<file path="src/sv/pose_region_box_displacement_assert.svh">
// assertion helpers used by the select stage of the pose region box displacement block
`ifndef POSE_REGION_BOX_DISPLACEMENT_ASSERT_SVH
`define POSE_REGION_BOX_DISPLACEMENT_ASSERT_SVH

`ifndef SYNTHESIS
// property checked only while out of reset
`define PRBD_ASSERT(name, clk, rst_n, prop) \
    name: assert property (@(posedge clk) disable iff (!rst_n) (prop)) \
        else $error("prbd assertion failed");
// property checked at every edge, reset included
`define PRBD_ASSERT_ALWAYS(name, clk, prop) \
    name: assert property (@(posedge clk) (prop)) \
        else $error("prbd assertion failed");
`else
`define PRBD_ASSERT(name, clk, rst_n, prop)
`define PRBD_ASSERT_ALWAYS(name, clk, prop)
`endif

`endif

</file>
<file path="src/sv/prbd_pkg.sv">
package prbd_pkg;

    // number format
    localparam int FRAC_BITS  = 16;
    localparam int FIX_W      = 32;
    localparam int ANG_W      = FIX_W + 2;
    localparam int EXT_W      = FIX_W + 4;
    localparam int SQ_W       = 2 * FIX_W;
    localparam int CFG_W      = 2 * FIX_W;
    localparam int CFG_IDX_W  = 3;
    localparam int NUM_AXES   = 3;
    localparam int NUM_BOUNDS = 6;
    localparam int NUM_CAND   = 9;
    localparam int CAND_W     = 4;
    localparam int FIRST_FLIP = 5;

    // pi rounded to FRAC_BITS fraction bits, from a 60-bit fraction constant
    localparam logic [63:0] PI_2P60 = 64'h3243_F6A8_885A_308D;
    localparam logic [63:0] PI_WIDE =
        (PI_2P60 + (64'd1 << (59 - FRAC_BITS))) >> (60 - FRAC_BITS);
    localparam logic signed [ANG_W-1:0] PI_Q = signed'(ANG_W'(PI_WIDE));

    // 1e-3 squared with 2*FRAC_BITS fraction bits, rounded
    localparam logic [CFG_W-1:0] THRESH_RESET =
        ((64'd1 << (2 * FRAC_BITS)) + 64'd500000) / 64'd1000000;

    // configuration register indexes
    typedef enum logic [CFG_IDX_W-1:0] {
        CFG_BOUNDS_X,
        CFG_BOUNDS_Y,
        CFG_BOUNDS_Z,
        CFG_BOUNDS_ROLL,
        CFG_BOUNDS_PITCH,
        CFG_BOUNDS_YAW,
        CFG_NEAR_THRESH
    } cfg_idx_t;

    typedef logic signed [FIX_W-1:0] fix_t;
    typedef logic [SQ_W-1:0] sq_t;
    typedef fix_t [NUM_AXES-1:0] axes_t;
    typedef axes_t [NUM_CAND-1:0] cand_disp_t;
    typedef sq_t [NUM_AXES-1:0] sq3_t;
    typedef logic [NUM_BOUNDS-1:0][CFG_W-1:0] bounds_t;

    typedef struct packed {
        fix_t pos_x;
        fix_t pos_y;
        fix_t pos_z;
        fix_t angle_roll;
        fix_t angle_pitch;
        fix_t angle_yaw;
    } pose_t;

    typedef struct packed {
        fix_t              disp_x;
        fix_t              disp_y;
        fix_t              disp_z;
        fix_t              disp_roll;
        fix_t              disp_pitch;
        fix_t              disp_yaw;
        logic [CAND_W-1:0] chosen_offset;
        logic              in_constraint;
    } result_t;

    // one rotation candidate after measuring
    typedef struct packed {
        sq_t               sq;
        axes_t             d;
        logic [CAND_W-1:0] idx;
    } cand_t;

    typedef cand_t [NUM_CAND-1:0] cand_arr_t;

    // position part that rides along with the selection
    typedef struct packed {
        axes_t pos;
        sq_t   sq;
    } side_t;

    // saturate a wide signed value to the 32-bit range
    function automatic fix_t sat_fix(input logic signed [EXT_W-1:0] x);
        logic top_zero;
        logic top_one;
        top_zero = ~|x[EXT_W-1:FIX_W-1];
        top_one  = &x[EXT_W-1:FIX_W-1];
        if (top_zero || top_one)
            return x[FIX_W-1:0];
        else if (x[EXT_W-1])
            return {1'b1, {(FIX_W-1){1'b0}}};
        else
            return {1'b0, {(FIX_W-1){1'b1}}};
    endfunction

    // signed amount outside [min, max]; below min is tested first
    function automatic fix_t outside(input logic signed [ANG_W-1:0] v,
                                     input logic [CFG_W-1:0] b);
        logic signed [EXT_W-1:0] ve;
        logic signed [EXT_W-1:0] lo;
        logic signed [EXT_W-1:0] hi;
        logic signed [EXT_W-1:0] diff;
        ve = EXT_W'(v);
        lo = EXT_W'($signed(b[FIX_W-1:0]));
        hi = EXT_W'($signed(b[CFG_W-1:FIX_W]));
        if (ve < lo)
            diff = ve - lo;
        else if (ve > hi)
            diff = ve - hi;
        else
            diff = '0;
        return sat_fix(diff);
    endfunction

    // square of a signed 32-bit value, exact in 64 bits
    function automatic sq_t square(input fix_t d);
        logic [FIX_W-1:0] m;
        m = d[FIX_W-1] ? (~d + 1'b1) : d;
        return SQ_W'(m) * SQ_W'(m);
    endfunction

    // keep the earlier candidate unless the later one is strictly smaller
    function automatic cand_t pick(input cand_t a, input cand_t b);
        return (b.sq < a.sq) ? b : a;
    endfunction

endpackage

</file>
<file path="src/sv/prbd_select.sv">
`include "pose_region_box_displacement_assert.svh"

module prbd_select
    import prbd_pkg::*;
(
    input  logic      clk,
    input  logic      rst_n,
    input  logic      valid,
    input  cand_arr_t cand,
    input  side_t     side,
    output logic      best_valid,
    output cand_t     best,
    output side_t     best_side
);

    logic [3:0]  v_reg;
    cand_t [4:0] l1_reg;
    cand_t [2:0] l2_reg;
    cand_t [1:0] l3_reg;
    cand_t       best_reg;
    side_t [3:0] side_reg;
    cand_t [4:0] l1_next;
    cand_t [2:0] l2_next;
    cand_t [1:0] l3_next;

    // min tree over nine candidates, left side always the earlier group
    always_comb
    begin
        for (int i = 0; i < 4; i++)
        begin
            l1_next[i] = pick(cand[2*i], cand[2*i+1]);
        end
        l1_next[4] = cand[8];
        for (int i = 0; i < 2; i++)
        begin
            l2_next[i] = pick(l1_reg[2*i], l1_reg[2*i+1]);
        end
        l2_next[2] = l1_reg[4];
        l3_next[0] = pick(l2_reg[0], l2_reg[1]);
        l3_next[1] = l2_reg[2];
    end

    // level valids
    always_ff @(posedge clk or negedge rst_n)
    begin
        if (!rst_n)
        begin
            v_reg <= '0;
        end
        else
        begin
            v_reg <= {v_reg[2:0], valid};
        end
    end

    // tree levels, position part carried alongside
    always_ff @(posedge clk)
    begin
        l1_reg   <= l1_next;
        l2_reg   <= l2_next;
        l3_reg   <= l3_next;
        best_reg <= pick(l3_reg[0], l3_reg[1]);
        side_reg <= {side_reg[2:0], side};
    end

    assign best_valid = v_reg[3];
    assign best       = best_reg;
    assign best_side  = side_reg[3];

    // winner is never worse than the first or last candidate
    `PRBD_ASSERT(a_best_le_first, clk, rst_n, v_reg[3] |-> best_reg.sq <= $past(cand[0].sq, 4))
    `PRBD_ASSERT(a_best_le_last, clk, rst_n, v_reg[3] |-> best_reg.sq <= $past(cand[8].sq, 4))
    // winning index stays in the candidate range
    `PRBD_ASSERT(a_idx_range, clk, rst_n, v_reg[3] |-> best_reg.idx <= CAND_W'(NUM_CAND - 1))
    // reset empties the tree
    `PRBD_ASSERT_ALWAYS(a_reset_empty, clk, !rst_n |=> v_reg == '0)

endmodule

</file>
<file path="config.mk">
export PLATFORM = sky130hd
export DESIGN_NAME = prbd_select
export DESIGN_NICKNAME = d
export VERILOG_FILES = /design/src/sv/prbd_pkg.sv /design/src/sv/prbd_select.sv
export VERILOG_INCLUDE_DIRS = /design/src /design/src/sv
export SDC_FILE = /design/constraint.sdc
export NUM_CORES = 2
export LEC_CHECK = 0
export BUFFER_PORTS_ARGS = -buffer_cell sky130_fd_sc_hd__buf_2
export CELL_PAD_IN_SITES_DETAIL_PLACEMENT = 2
export CELL_PAD_IN_SITES_GLOBAL_PLACEMENT = 2
export CORE_AREA = 2 2 774 776
export DETAILED_ROUTE_END_ITERATION = 10
export DIE_AREA = 0 0 776 778
export PLACE_DENSITY_LB_ADDON = 0.1
export SYNTH_ARGS = -nofsm -noshare
export SYNTH_HDL_FRONTEND = slang
export SYNTH_SLANG_ARGS = --single-unit
</file>
<file path="constraint.sdc">
create_clock -name clk -period 4 [get_ports clk]
set_input_delay 0.8 -clock clk [delete_from_list [all_inputs] [get_ports clk]]
set_output_delay 0.8 -clock clk [all_outputs]
set_load 0.02 [all_outputs]
</file>
# Yosys cells after proc, flatten, opt, wreduce, memory -nomap -nowiden

Cells that the tools add are included.

Reduce and logical (&&, ||, !) cells: 0
Multipliers: 0
Shifts and indexed selects: 0
Equal/unequal tests: 0
Mux-type cells: 8
Divide/modulo/power cells: 0
Magnitude comparators: 8
Bitwise gates (word level): 0
Add/subtract/negate cells: 0

Operator list:

| kind         | number |
|---|---|
| $mux 164     | 8 |
| $lt 64x64->1 | 8 |

Input port bits: 1,639
Word-level logic and storage cells: 88
Flip-flop bits (word level): 2,448
Bits in latches: 0
Output and inout port bits: 325
Bits in read-only memories: 0
Memories: 0
Bits in writable memories: 0

# Logic depth before layout (Yosys ltp)

Depth after elaboration: 2
Mapped depth: 12

# Least setup slack after synthesis

Ideal clock, no wire load.

Path type: input to register
Start: input port cand[449] (netlist bit)
End: register l1_reg[267] (netlist bit)
Arrival: 3,095 ps
Buffers on the path: 2
Stages on the path: 11
Slack: 784 ps
Cell sequence: inv_1 > ha_1 > a21o_1 > a21o_1 > a221o_1 > a2111oi_0 > nand3_1 > a31oi_1 > buf_2 > buf_4 > mux2_2

RTL lines:

| item                 | line              | source |
|---|---|---|
| from (decl)          | prbd_select.sv:9  | `input cand_arr_t cand,` |
| to (signal assigned) | prbd_select.sv:59 | `l1_reg <= l1_next;` |
| to (decl)            | prbd_select.sv:17 | `cand_t [4:0] l1_reg;` |

==> impl_results.md <==
- Final Hold Vio Count: 0
- Max-slew violations: 0
- Worst VDD drop: between 300 and 400 µV
- CP Buf/Inv Count: 7
- Clock slew at reported path FFs: 60 ps
- Sequential share of power: 0.371
- Worst-path cell chain: dlygate4sd3_1 > buf_2 > inv_1 > ha_1 > nand4_1 > or3_1 > nor2_2 > a221oi_1 > o21ai_1 > a311oi_4 > o311ai_4 > buf_4 > buf_4 > buf_12 > mux2_1 > dlygate4sd3_1
- Row count: around 280
- Final period utilization: 0.983
- Placed cell count: 15900
- Grt ovf: 0
- Total Power: 0.0833 W
- Final WL: 460000 µm
- 1st-iter DRT viols: around 1700
- Register area share after synthesis: 0.608
- Core Region: 596000 µm²
- Via Count: 59900
- First-pass GRT wire length: 599000 µm
- Least-Margin Pin Slew: 1160 ps
- Iteration count of the initial detailed-routing pass: 5
- CTS Sinks: around 2400
- Top-count cell post-synth: dfxtp_1
- Crit path from: cand[123]
- R2R Path Start: l1_reg[102]
- Seq cells post-synth: 2448
- Sw frac: 0.307
- Max reg flops: 820
- Syn_area_per_cell: ~13 µm²
- Starting Density: 0.135
- Dpl ws: -994 ps
- Max Root-Sink Buffers: 4
- Routed Antenna Nets: 0
- Hold slack: 134 ps
- Yosys warnings: 0
- Post-Layout Cell Count: 17700
- Post-Synthesis Cell Area: 80700 µm²
- Synth cell types: between 50 and 60
- Sw power: 0.0255 W
- RSZ-0062 raised after global routing: yes
- Synthesized Nets: 8194
- Setup violators final: 0
- Num CTS Buffers: between 300 and 400
- Worst setup path class: input port to register
- Post-synth EDFFs: 0
- H-tree depth: 5
- Crit-path max FO: 13
- Leakage power: 55.5 nW
- Arr. time, crit path: 4730 ps
- Critical Path RT: 4800 ps
- Max stage delay on crit path: ~560 ps
- Vias in the first global route: ~67000
- Maximum operating frequency: 254 MHz
- PnR worst setup slack: 69.6 ps
- Min Tclk post-route: 3930 ps
- Setup crit start kind: input port
- Proportion of layout cells with a drive suffix above 1: 0.379
- Synth top area share: 0.607
- Status: finished, final reports clean
- Die area: 604000 µm²
- Synth top cells by count: 2444 x dfxtp_1, 528 x mux2_2, 507 x inv_1
- # DRC: 0
- Async set-reset flop share out of synthesis: 0.00163
- Setup_tns: 0 ps
- Wire length per cell: 26.1 µm
- Relative slew slack: 0.226
- Initial antenna violation count: 435
- Clock power frac: 0.371
- PortBufs: 1963
- Logic pwr share: 0.258
- Ports: roughly 2000
- Internal: 0.0578 W
- Worst hold path type: input port to register
- Area delta synth->final: 54.7%
- CTS root buffer: clkbuf_16
- Die W: 776 µm
- Clock Skew: 72.7 ps
- CTS tree: built
- Largest net degree at the start of global routing: 53
- Via/cell ratio: 3.39
- Dpl hpwl: between 300000 and 400000 µm
- Die height: ~800 µm
- CP max stage cell: dlygate4sd3_1
- Final #Nets: 11500
- Routability cong.: 0.814
- Worst skew pair latency: roughly 950 ps
- Yosys top cell by area: dfxtp_1
- Critical Path End Type: register
- Synthesized instance count: 6051
- Power per standard cell area: 667 nW/µm²
- Max-cap violations: 0
- Gr usage total: 0.146
- CP delay by family, top: buffers and inverters
- Main synth FF type: dfxtp_1
- Synth area leaders: dfxtp_1 61%, ha_1 7.8%, mux2_2 7.4%
- Min-delay src: cand[393]
power groups by stage:
stage / clock network (W) / registers (W) / logic (W)
after floorplan: 0 / 0.0313 / 0.00988
after global placement: 0 / 0.0316 / 0.0198
after detailed placement: 0 / 0.0316 / 0.0198
after CTS: 0.0323 / 0.0311 / 0.0219
after global routing: 0.0333 / 0.0314 / 0.0234
final: 0.0309 / 0.0309 / 0.0215
routing by layer:
metal	track usage	vias to the layer above	part of all wire
li1	-	27900	-
met1	0.166	28900	0.40
met2	0.265	2052	0.50
met3	0.0391	996	0.062
met4	0.0403	156	0.035
met5	0	-	0.0021
cell families (layout without fill, tap and decap cells):
group / after synthesis / count (layout) / synth area share
AND/OR/NAND/NOR: 345 / 345 / 0.0214
flip-flops: 2448 / 2448 / 0.608
adder cells (fa/ha/maj): 504 / 504 / 0.0782
other: 0 / 176 / 0
multiplexers: 1148 / 1148 / 0.168
AO/OA/AOI/OAI: 741 / 741 / 0.0700
buffers and inverters: 865 / 4435 / 0.0548
path summary, 6_finish.rpt:
path / to / slack [ps] / cells after the start
min in group asynchronous: v_reg[2] / 180 / 2
max in group asynchronous: v_reg[3] / 3700 / 2
worst min register to register: l3_reg[260] / 290 / 0
worst min-delay path: l1_reg[229] / 130 / 2
worst max register to register: l2_reg[17] / 170 / 16
worst max-delay path: l1_reg[3] / 70 / 16
layout by cell type, fill, tap and decap left out, types with 7 or more instances in the layout:
cell type,Yosys,final
a211oi_1,31,24
a21o_1,78,78
a21oi_1,157,153
a221o_1,168,168
a221oi_1,10,9
a22o_1,164,164
and4_1,8,8
buf_12,17,84
buf_16,0,20
buf_2,75,1962
buf_4,210,234
buf_6,0,27
bufinv_16,0,35
clkbuf_1,49,60
clkbuf_16,0,338
clkbuf_8,0,77
clkinv_16,0,10
clkinv_2,0,35
clkinvlp_4,0,14
dfxtp_1,2444,2438
diode_2,0,176
dlygate4sd3_1,0,1003
ha_1,504,501
inv_1,507,507
inv_6,0,7
mux2_1,460,414
mux2_2,528,553
mux2_4,160,181
nand2_1,92,92
nand2b_1,7,7
nand3_1,31,31
nand4_1,78,78
nor2_1,66,64
nor2b_1,13,13
nor3_1,20,15
o211ai_1,12,12
o21ai_0,76,73
repair_timing:
item,in CTS,in global routing
gates cloned,7,11
gates resized for setup,70,106
hold buffers,1004,0
endpoints found under the setup margin,524,654
setup buffers,11,17
pin swaps,10,15
hold endpoints to repair,706,0
through the flow:
step	util	instance area [µm²]
after floorplan	-	80700
after global placement	0.171	102000
after detailed placement	0.171	102000
after CTS	0.207	124000
after global routing	0.209	125000
final	0.209	125000
layout make-up:
cell class              count  area (µm²)
flip-flops and latches   2448       49000
clock buffers             463        9440
well taps                7865        9840
fillers                 66000      471000
multi-input cells        2738       27700
repair buffers           3350       24600
diodes                    176         440
inverters                 507        1900
clock inverters           115        1890
(Power assumes the default switching activity.)
