==> src/sv/pose_region_box_displacement_assert.svh <==
// assertion helpers used by the select stage of the pose region box displacement block
`ifndef POSE_REGION_BOX_DISPLACEMENT_ASSERT_SVH
`define POSE_REGION_BOX_DISPLACEMENT_ASSERT_SVH

`ifndef SYNTHESIS
// property checked only while out of reset
`define PRBD_ASSERT(name, clk, rst_n, prop) \
    name: assert property (@(posedge clk) disable iff (!rst_n) (prop)) \
        else $error("prbd assertion failed");
// property checked at every edge, reset included
`define PRBD_ASSERT_ALWAYS(name, clk, prop) \
    name: assert property (@(posedge clk) (prop)) \
        else $error("prbd assertion failed");
`else
`define PRBD_ASSERT(name, clk, rst_n, prop)
`define PRBD_ASSERT_ALWAYS(name, clk, prop)
`endif

`endif

==> src/sv/prbd_pkg.sv <==
package prbd_pkg;

    // number format
    localparam int FRAC_BITS  = 16;
    localparam int FIX_W      = 32;
    localparam int ANG_W      = FIX_W + 2;
    localparam int EXT_W      = FIX_W + 4;
    localparam int SQ_W       = 2 * FIX_W;
    localparam int CFG_W      = 2 * FIX_W;
    localparam int CFG_IDX_W  = 3;
    localparam int NUM_AXES   = 3;
    localparam int NUM_BOUNDS = 6;
    localparam int NUM_CAND   = 9;
    localparam int CAND_W     = 4;
    localparam int FIRST_FLIP = 5;

    // pi rounded to FRAC_BITS fraction bits, from a 60-bit fraction constant
    localparam logic [63:0] PI_2P60 = 64'h3243_F6A8_885A_308D;
    localparam logic [63:0] PI_WIDE =
        (PI_2P60 + (64'd1 << (59 - FRAC_BITS))) >> (60 - FRAC_BITS);
    localparam logic signed [ANG_W-1:0] PI_Q = signed'(ANG_W'(PI_WIDE));

    // 1e-3 squared with 2*FRAC_BITS fraction bits, rounded
    localparam logic [CFG_W-1:0] THRESH_RESET =
        ((64'd1 << (2 * FRAC_BITS)) + 64'd500000) / 64'd1000000;

    // configuration register indexes
    typedef enum logic [CFG_IDX_W-1:0] {
        CFG_BOUNDS_X,
        CFG_BOUNDS_Y,
        CFG_BOUNDS_Z,
        CFG_BOUNDS_ROLL,
        CFG_BOUNDS_PITCH,
        CFG_BOUNDS_YAW,
        CFG_NEAR_THRESH
    } cfg_idx_t;

    typedef logic signed [FIX_W-1:0] fix_t;
    typedef logic [SQ_W-1:0] sq_t;
    typedef fix_t [NUM_AXES-1:0] axes_t;
    typedef axes_t [NUM_CAND-1:0] cand_disp_t;
    typedef sq_t [NUM_AXES-1:0] sq3_t;
    typedef logic [NUM_BOUNDS-1:0][CFG_W-1:0] bounds_t;

    typedef struct packed {
        fix_t pos_x;
        fix_t pos_y;
        fix_t pos_z;
        fix_t angle_roll;
        fix_t angle_pitch;
        fix_t angle_yaw;
    } pose_t;

    typedef struct packed {
        fix_t              disp_x;
        fix_t              disp_y;
        fix_t              disp_z;
        fix_t              disp_roll;
        fix_t              disp_pitch;
        fix_t              disp_yaw;
        logic [CAND_W-1:0] chosen_offset;
        logic              in_constraint;
    } result_t;

    // one rotation candidate after measuring
    typedef struct packed {
        sq_t               sq;
        axes_t             d;
        logic [CAND_W-1:0] idx;
    } cand_t;

    typedef cand_t [NUM_CAND-1:0] cand_arr_t;

    // position part that rides along with the selection
    typedef struct packed {
        axes_t pos;
        sq_t   sq;
    } side_t;

    // saturate a wide signed value to the 32-bit range
    function automatic fix_t sat_fix(input logic signed [EXT_W-1:0] x);
        logic top_zero;
        logic top_one;
        top_zero = ~|x[EXT_W-1:FIX_W-1];
        top_one  = &x[EXT_W-1:FIX_W-1];
        if (top_zero || top_one)
            return x[FIX_W-1:0];
        else if (x[EXT_W-1])
            return {1'b1, {(FIX_W-1){1'b0}}};
        else
            return {1'b0, {(FIX_W-1){1'b1}}};
    endfunction

    // signed amount outside [min, max]; below min is tested first
    function automatic fix_t outside(input logic signed [ANG_W-1:0] v,
                                     input logic [CFG_W-1:0] b);
        logic signed [EXT_W-1:0] ve;
        logic signed [EXT_W-1:0] lo;
        logic signed [EXT_W-1:0] hi;
        logic signed [EXT_W-1:0] diff;
        ve = EXT_W'(v);
        lo = EXT_W'($signed(b[FIX_W-1:0]));
        hi = EXT_W'($signed(b[CFG_W-1:FIX_W]));
        if (ve < lo)
            diff = ve - lo;
        else if (ve > hi)
            diff = ve - hi;
        else
            diff = '0;
        return sat_fix(diff);
    endfunction

    // square of a signed 32-bit value, exact in 64 bits
    function automatic sq_t square(input fix_t d);
        logic [FIX_W-1:0] m;
        m = d[FIX_W-1] ? (~d + 1'b1) : d;
        return SQ_W'(m) * SQ_W'(m);
    endfunction

    // keep the earlier candidate unless the later one is strictly smaller
    function automatic cand_t pick(input cand_t a, input cand_t b);
        return (b.sq < a.sq) ? b : a;
    endfunction

endpackage

==> src/sv/prbd_disp.sv <==
module prbd_disp
    import prbd_pkg::*;
(
    input  logic       clk,
    input  logic       rst_n,
    input  logic       valid,
    input  pose_t      pose,
    input  bounds_t    bounds,
    output logic       disp_valid,
    output axes_t      pos_disp,
    output cand_disp_t ang_disp
);

    logic       v_reg;
    axes_t      pos_reg;
    cand_disp_t ang_reg;
    axes_t      pos_next;
    cand_disp_t ang_next;

    // position axes against their boxes
    assign pos_next[0] = outside(ANG_W'(pose.pos_x), bounds[CFG_BOUNDS_X]);
    assign pos_next[1] = outside(ANG_W'(pose.pos_y), bounds[CFG_BOUNDS_Y]);
    assign pos_next[2] = outside(ANG_W'(pose.pos_z), bounds[CFG_BOUNDS_Z]);

    // nine rotation candidates: roll sign slowest, yaw sign fastest
    for (genvar c = 0; c < NUM_CAND; c++) begin : g_cand
        localparam logic signed [ANG_W-1:0] OFF_ROLL =
            (c == 0) ? {ANG_W{1'b0}} : ((((c - 1) & 4) != 0) ? -PI_Q : PI_Q);
        localparam logic signed [ANG_W-1:0] OFF_PITCH =
            (c == 0) ? {ANG_W{1'b0}} : ((((c - 1) & 2) != 0) ? -PI_Q : PI_Q);
        localparam logic signed [ANG_W-1:0] OFF_YAW =
            (c == 0) ? {ANG_W{1'b0}} : ((((c - 1) & 1) != 0) ? -PI_Q : PI_Q);

        logic signed [ANG_W-1:0] a_roll;
        logic signed [ANG_W-1:0] a_pitch_sum;
        logic signed [ANG_W-1:0] a_pitch;
        logic signed [ANG_W-1:0] a_yaw;

        assign a_roll      = ANG_W'(pose.angle_roll) + OFF_ROLL;
        assign a_pitch_sum = ANG_W'(pose.angle_pitch) + OFF_PITCH;
        assign a_yaw       = ANG_W'(pose.angle_yaw) + OFF_YAW;
        // the later candidates mirror pitch
        assign a_pitch     = (c >= FIRST_FLIP) ? -a_pitch_sum : a_pitch_sum;

        assign ang_next[c][0] = outside(a_roll, bounds[CFG_BOUNDS_ROLL]);
        assign ang_next[c][1] = outside(a_pitch, bounds[CFG_BOUNDS_PITCH]);
        assign ang_next[c][2] = outside(a_yaw, bounds[CFG_BOUNDS_YAW]);
    end

    // stage valid
    always_ff @(posedge clk or negedge rst_n)
    begin
        if (!rst_n)
        begin
            v_reg <= 1'b0;
        end
        else
        begin
            v_reg <= valid;
        end
    end

    // displacement registers
    always_ff @(posedge clk)
    begin
        pos_reg <= pos_next;
        ang_reg <= ang_next;
    end

    assign disp_valid = v_reg;
    assign pos_disp   = pos_reg;
    assign ang_disp   = ang_reg;

endmodule

==> config.mk <==
export PLATFORM = sky130hd
export DESIGN_NAME = prbd_disp
export DESIGN_NICKNAME = d
export VERILOG_FILES = /design/src/sv/pose_region_box_displacement_assert.svh /design/src/sv/prbd_pkg.sv /design/src/sv/prbd_disp.sv
export SDC_FILE = /design/constraint.sdc
export NUM_CORES = 2
export LEC_CHECK = 0
export ABC_AREA = 1
export BUFFER_PORTS_ARGS = -buffer_cell sky130_fd_sc_hd__buf_4
export CAP_MARGIN = 40
export CORE_AREA = 2 2 595 597
export DETAILED_ROUTE_END_ITERATION = 12
export DIE_AREA = 0 0 597 599
export SLEW_MARGIN = 20
export SYNTH_ARGS = -nofsm -noshare
export SYNTH_HDL_FRONTEND = slang
export SYNTH_SLANG_ARGS = --single-unit
==> constraint.sdc <==
create_clock -name clk -period 0.8 [get_ports clk]
set_input_delay 0.16 -clock clk [delete_from_list [all_inputs] [get_ports clk]]
set_output_delay 0.16 -clock clk [all_outputs]
set_load 0.01 [all_outputs]
Word level (Yosys, flattened, before mapping) --
Cells that the tools add are included.
Word-level totals: register bits after elaboration 449, bits of input ports 579, output and inout bits 961, word-level logic and storage cells 191
Operators by class: add/sub/neg operators 36, magnitude comparators 28, muxes and demuxes 56, reduce and logical (&&, ||, !) cells 56
Operators with widths (number):
- $mux W36 | 28
- $mux W32 | 28
- $sub A33 B32 Y34 | 12
- $sub A32 B32 Y33 | 12
- $add A32 B19 Y33 const B | 6
- $gt A33 B32 Y1 | 6
- $lt A33 B32 Y1 | 6
- $gt A32 B32 Y1 | 6
- $lt A32 B32 Y1 | 6
- $sub A34 B32 Y35 | 4
- $reduce_and A5 Y1 | 14
- $reduce_or A5 Y1 | 14
- $gt A34 B32 Y1 | 2
- $lt A34 B32 Y1 | 2
- $neg A33 Y34 | 2
- $logic_not A1 Y1 | 14
- $logic_or A1 B1 Y1 | 14

Depth between registers and ports, before layout --
depth after elaboration 9, mapped depth 39, mapped depth without buffers 37

Worst setup path before layout --
OpenSTA, ideal clock, no wires.
path type input-to-reg, start point input port pose[32] in the netlist's numbering, end point register ang_reg, in the netlist ang_disp[830], setup time 0.116 ns, arrival time 4.382 ns, required time 0.684 ns, slack -3.698 ns, stages 28, buffers on the path 3, cells stage by stage buf_2 > inv_2 > ha_1 > inv_1 > nand3_1 > nor2_1 > nand2_1 > nor2_1 > nand2_1 > nor3_2 > nand2_1 > nor2_4 > nand2_2 > nor2_4 > nand2_1 > xor2_1 > ha_1 > nand2_1 > nor2_1 > inv_1 > nor3_1 > a21oi_1 > mux2i_2 > buf_4 > clkbuf_1 > o21ai_0 > nand3_1 > nand2_1
RTL lines:
- start, declared | RTL line prbd_disp.sv:7 | input pose_t pose,
- end signal, assigned | RTL line prbd_disp.sv:67 | ang_reg <= ang_next;
- end, declared | RTL line prbd_disp.sv:16 | cand_disp_t ang_reg;

==> impl_results.md <==
- First-pass GRT wire length: 732,000 um
- Synth unique cells: 70
- Busiest layer in global routing: met2
- Grt met3 use: 4.06%
- Clock slew at reported path FFs: 60 ps
- Post-synthesis async set-or-reset flop share: 0.223%
- HPWL after detailed placement: 456,000 um
- Nature of the critical path startpoint: primary input
- Worst Tran Pin Value: 799 ps
- MaxCap Viol Count: 0
- Die ar.: 0.358 mm^2
- Net Switching: 131 mW
- Root buffer cell: clkbuf_16
- Avg Cell Area, Syn: 5.94 um^2
- RSZ-0062 raised after global routing: true
- RD Place Congestion: 1.03
- Vias per cell: 4.72
- Failing checks: hold timing, setup timing
- Slew margin rel.: 46.2%
- Initial Util: 23.5%
- DIE WIDTH: 597 um
- GR Util All Layers: 27.7%
- Crit Path Category: primary input to flop
- Share of cells above drive strength 1: 40.1%
- Pleak: 75.9 nW
- Synth Register Bits: 449
- P per Cell Area: 1940 mW/mm^2
- DR pass1 iterations: 6
- Hold WC Path Type: primary input to flop
- PnR worst setup slack: -3200 ps
- Final hold vios: 2
- Sw Ratio: 46.3%
- Crit-path most repeated cell: nand2_2
- CP endpoint kind: flop
- Min Hold Slack: -102 ps
- Area growth, synth to finish: 77.1%
- Post-synth EDFFs: 0
- VDD IR max: 0.00300 V
- Total negative slack: -1,659,910 ps
- Worst path required time: 1440 ps
- Status: finished with violations
- Filler cells: 37,200
- Worst Hold Launch: bounds[1]
- Final Slew Violations: 0
- Met2 Use GR: 45.8%
- Crit. Startpoint: pose[32]
- Register area share after synthesis: 10.9%
- Die H: 599 um
- H-tree Lvls: 2
- Comb power frac: 75.1%
- Syn Nets: 15,400
- Final Instance Count excl. Fillers: 24,700
- CTS tree: yes
- Largest net degree at the start of global routing: 32
- Met1 Track Usage GR: 34.4%
- Worst path slowest cell: buf_4
- Layout Nets: 21,600
- CP max FO: 8
- Initial antenna violation count: 55
- CTS sink count: 449
- CTS Hold Buffers Added: 8
- Clk buf depth: 3
- Core area: 0.351 mm^2
- Ys Warns: 0
- Total CTS buffers: 56
- Site Rows: 218
- Clock power frac: 10.0%
- GR Overflow Total: 0
- Main synth FF type: dfxtp_1
- Gate Count Post-Synth: 13,900
- Final period utilization: 500%
- Via count: 117,000
- Dpl cells: 24,500
- # DRC: 0
- Post-route ant nets: 0
- # setup viols final: 1,409
- Ports: 1,540
- Routed len/inst: 21.1 um
- Final min period: 4000 ps
- Slowest stage delay, CP: 230 ps
- Internal power: 152 mW
- Sequential share of power: 15.0%
- Initial drt markers: 8,921
- Max Fclk: 250 MHz
- Critical path data arrival time: 4640 ps
- Vias in the first global route: 112,000
- Buffers on Ports: 1,539
- Mapped Area: 0.0824 mm^2
- Post-Route WL: 522,000 um
per-layer routing:
metal | vias up | part of all wire, % | wire [um]
met5 | - | 0.018 | 92
met4 | 14 | 6.2 | 32200
met3 | 902 | 6.7 | 35200
met2 | 4219 | 45 | 237000
met1 | 53900 | 42 | 218000
li1 | 57800 | - | -
worst max-delay path, delay by kind of cell:
family | cells | cell delay [ps]
AO/OA/AOI/OAI | 3 | 500
XOR/XNOR | 2 | 360
adder cells (fa/ha/maj) | 2 | 370
buffers and inverters | 13 | 1620
multiplexers | 1 | 90
AND/OR/NAND/NOR | 13 | 1480
layout by cell type (no fill, tap or decap), types with 85 or more instances in the layout:
| cell type | count |
|---|---|
| buf_4 | 6492 |
| nand2_1 | 3499 |
| inv_1 | 1482 |
| nor2_1 | 1247 |
| a21oi_1 | 1148 |
| ha_1 | 830 |
| o21ai_0 | 698 |
| nand3_1 | 548 |
| xnor2_1 | 467 |
| dfxtp_1 | 448 |
| xor2_1 | 412 |
| nand2_2 | 268 |
| o22ai_1 | 253 |
| buf_12 | 246 |
| nand4_1 | 150 |
| a21o_1 | 121 |
| nor2_2 | 119 |
| nor3_1 | 111 |
| ha_4 | 99 |
| o21ai_1 | 98 |
| o21bai_1 | 90 |
| a21oi_2 | 88 |
| nand3_2 | 85 |
flip-flops by register name (all words and copies together) (netlist names):
signal,cells
pos_disp,96
ang_disp,352
disp_valid,1
logic make-up after synthesis:
| family | Yosys count | share of synthesized area (%) |
|---|---|---|
| AO/OA/AOI/OAI | 2827 | 19.1 |
| XOR/XNOR | 932 | 10.1 |
| adder cells (fa/ha/maj) | 965 | 14.9 |
| buffers and inverters | 2294 | 13.1 |
| flip-flops | 449 | 10.9 |
| multiplexers | 4 | 0.0881 |
| AND/OR/NAND/NOR | 6409 | 31.9 |
power by group through the flow:
stage,combinational (mW),clock (mW),sequential [mW]
final,212,28.2,42.3
after CTS,206,29.2,42.7
after floorplan,88.7,0,44.2
after global routing,226,29.8,43.5
after detailed placement,197,0,42.8
after global placement,197,0,42.9
cell usage after synthesis (93+ instances only):
cell	instances	area share [%]
nand2_1	3823	17
inv_1	1537	7.0
nor2_1	1413	6.4
a21oi_1	1243	7.5
ha_1	937	14
o21ai_0	769	4.7
nand3_1	633	3.8
buf_4	538	4.9
xnor2_1	468	5.0
xor2_1	451	4.8
dfxtp_1	448	11
o22ai_1	274	2.1
nand4_1	150	1.1
nor3_1	134	0.81
a21o_1	121	1.1
buf_2	93	0.56
cell type report:
type | instances | area (um^2) | share of cell area [%]
Inverter | 1577 | 5980 | 4.10
Multi-Input combinational cell | 11100 | 68000 | 46.6
Timing Repair Buffer | 6837 | 55200 | 37.8
Clock buffer | 66 | 1490 | 1.02
Sequential cell | 449 | 8990 | 6.16
Antenna cell | 24 | 60.1 | 0.0412
Tap cell | 4620 | 5780 | 3.96
Clock inverter | 37 | 445 | 0.305
per-stage QoR:
step           setup WS [ps]  utilization (%)  power (mW)  hold WS (ps)  cell area [um^2]
2_1_floorplan          -3210                -         133          -136             83200
3_3_place_gp           -4300             39.0         240         -64.5            137000
3_5_place_dp           -4260             39.0         240         -63.0            137000
4_1_cts                -3130             40.6         278          -182            143000
5_1_grt                -3350             41.5         299          -104            146000
6_report               -3200             41.5         283          -102            146000
path summary, 6_finish.rpt:
check,endpoint,slack [ps],depth (start not counted)
max in group asynchronous,disp_valid,460,3
max,ang_disp[616],-3200,34
min,pos_disp[1],-100,5
min in group asynchronous,disp_valid,240,3
timing repair:
item | in CTS | in global routing
resized for setup | 597 | 656
setup endpoints to repair | 1409 | 1409
cloned | 17 | 10
pin swaps | 167 | 219
endpoints found under the hold margin | 7 | 2
buffers inserted | 77 | 49
(Power assumes the default switching activity.)
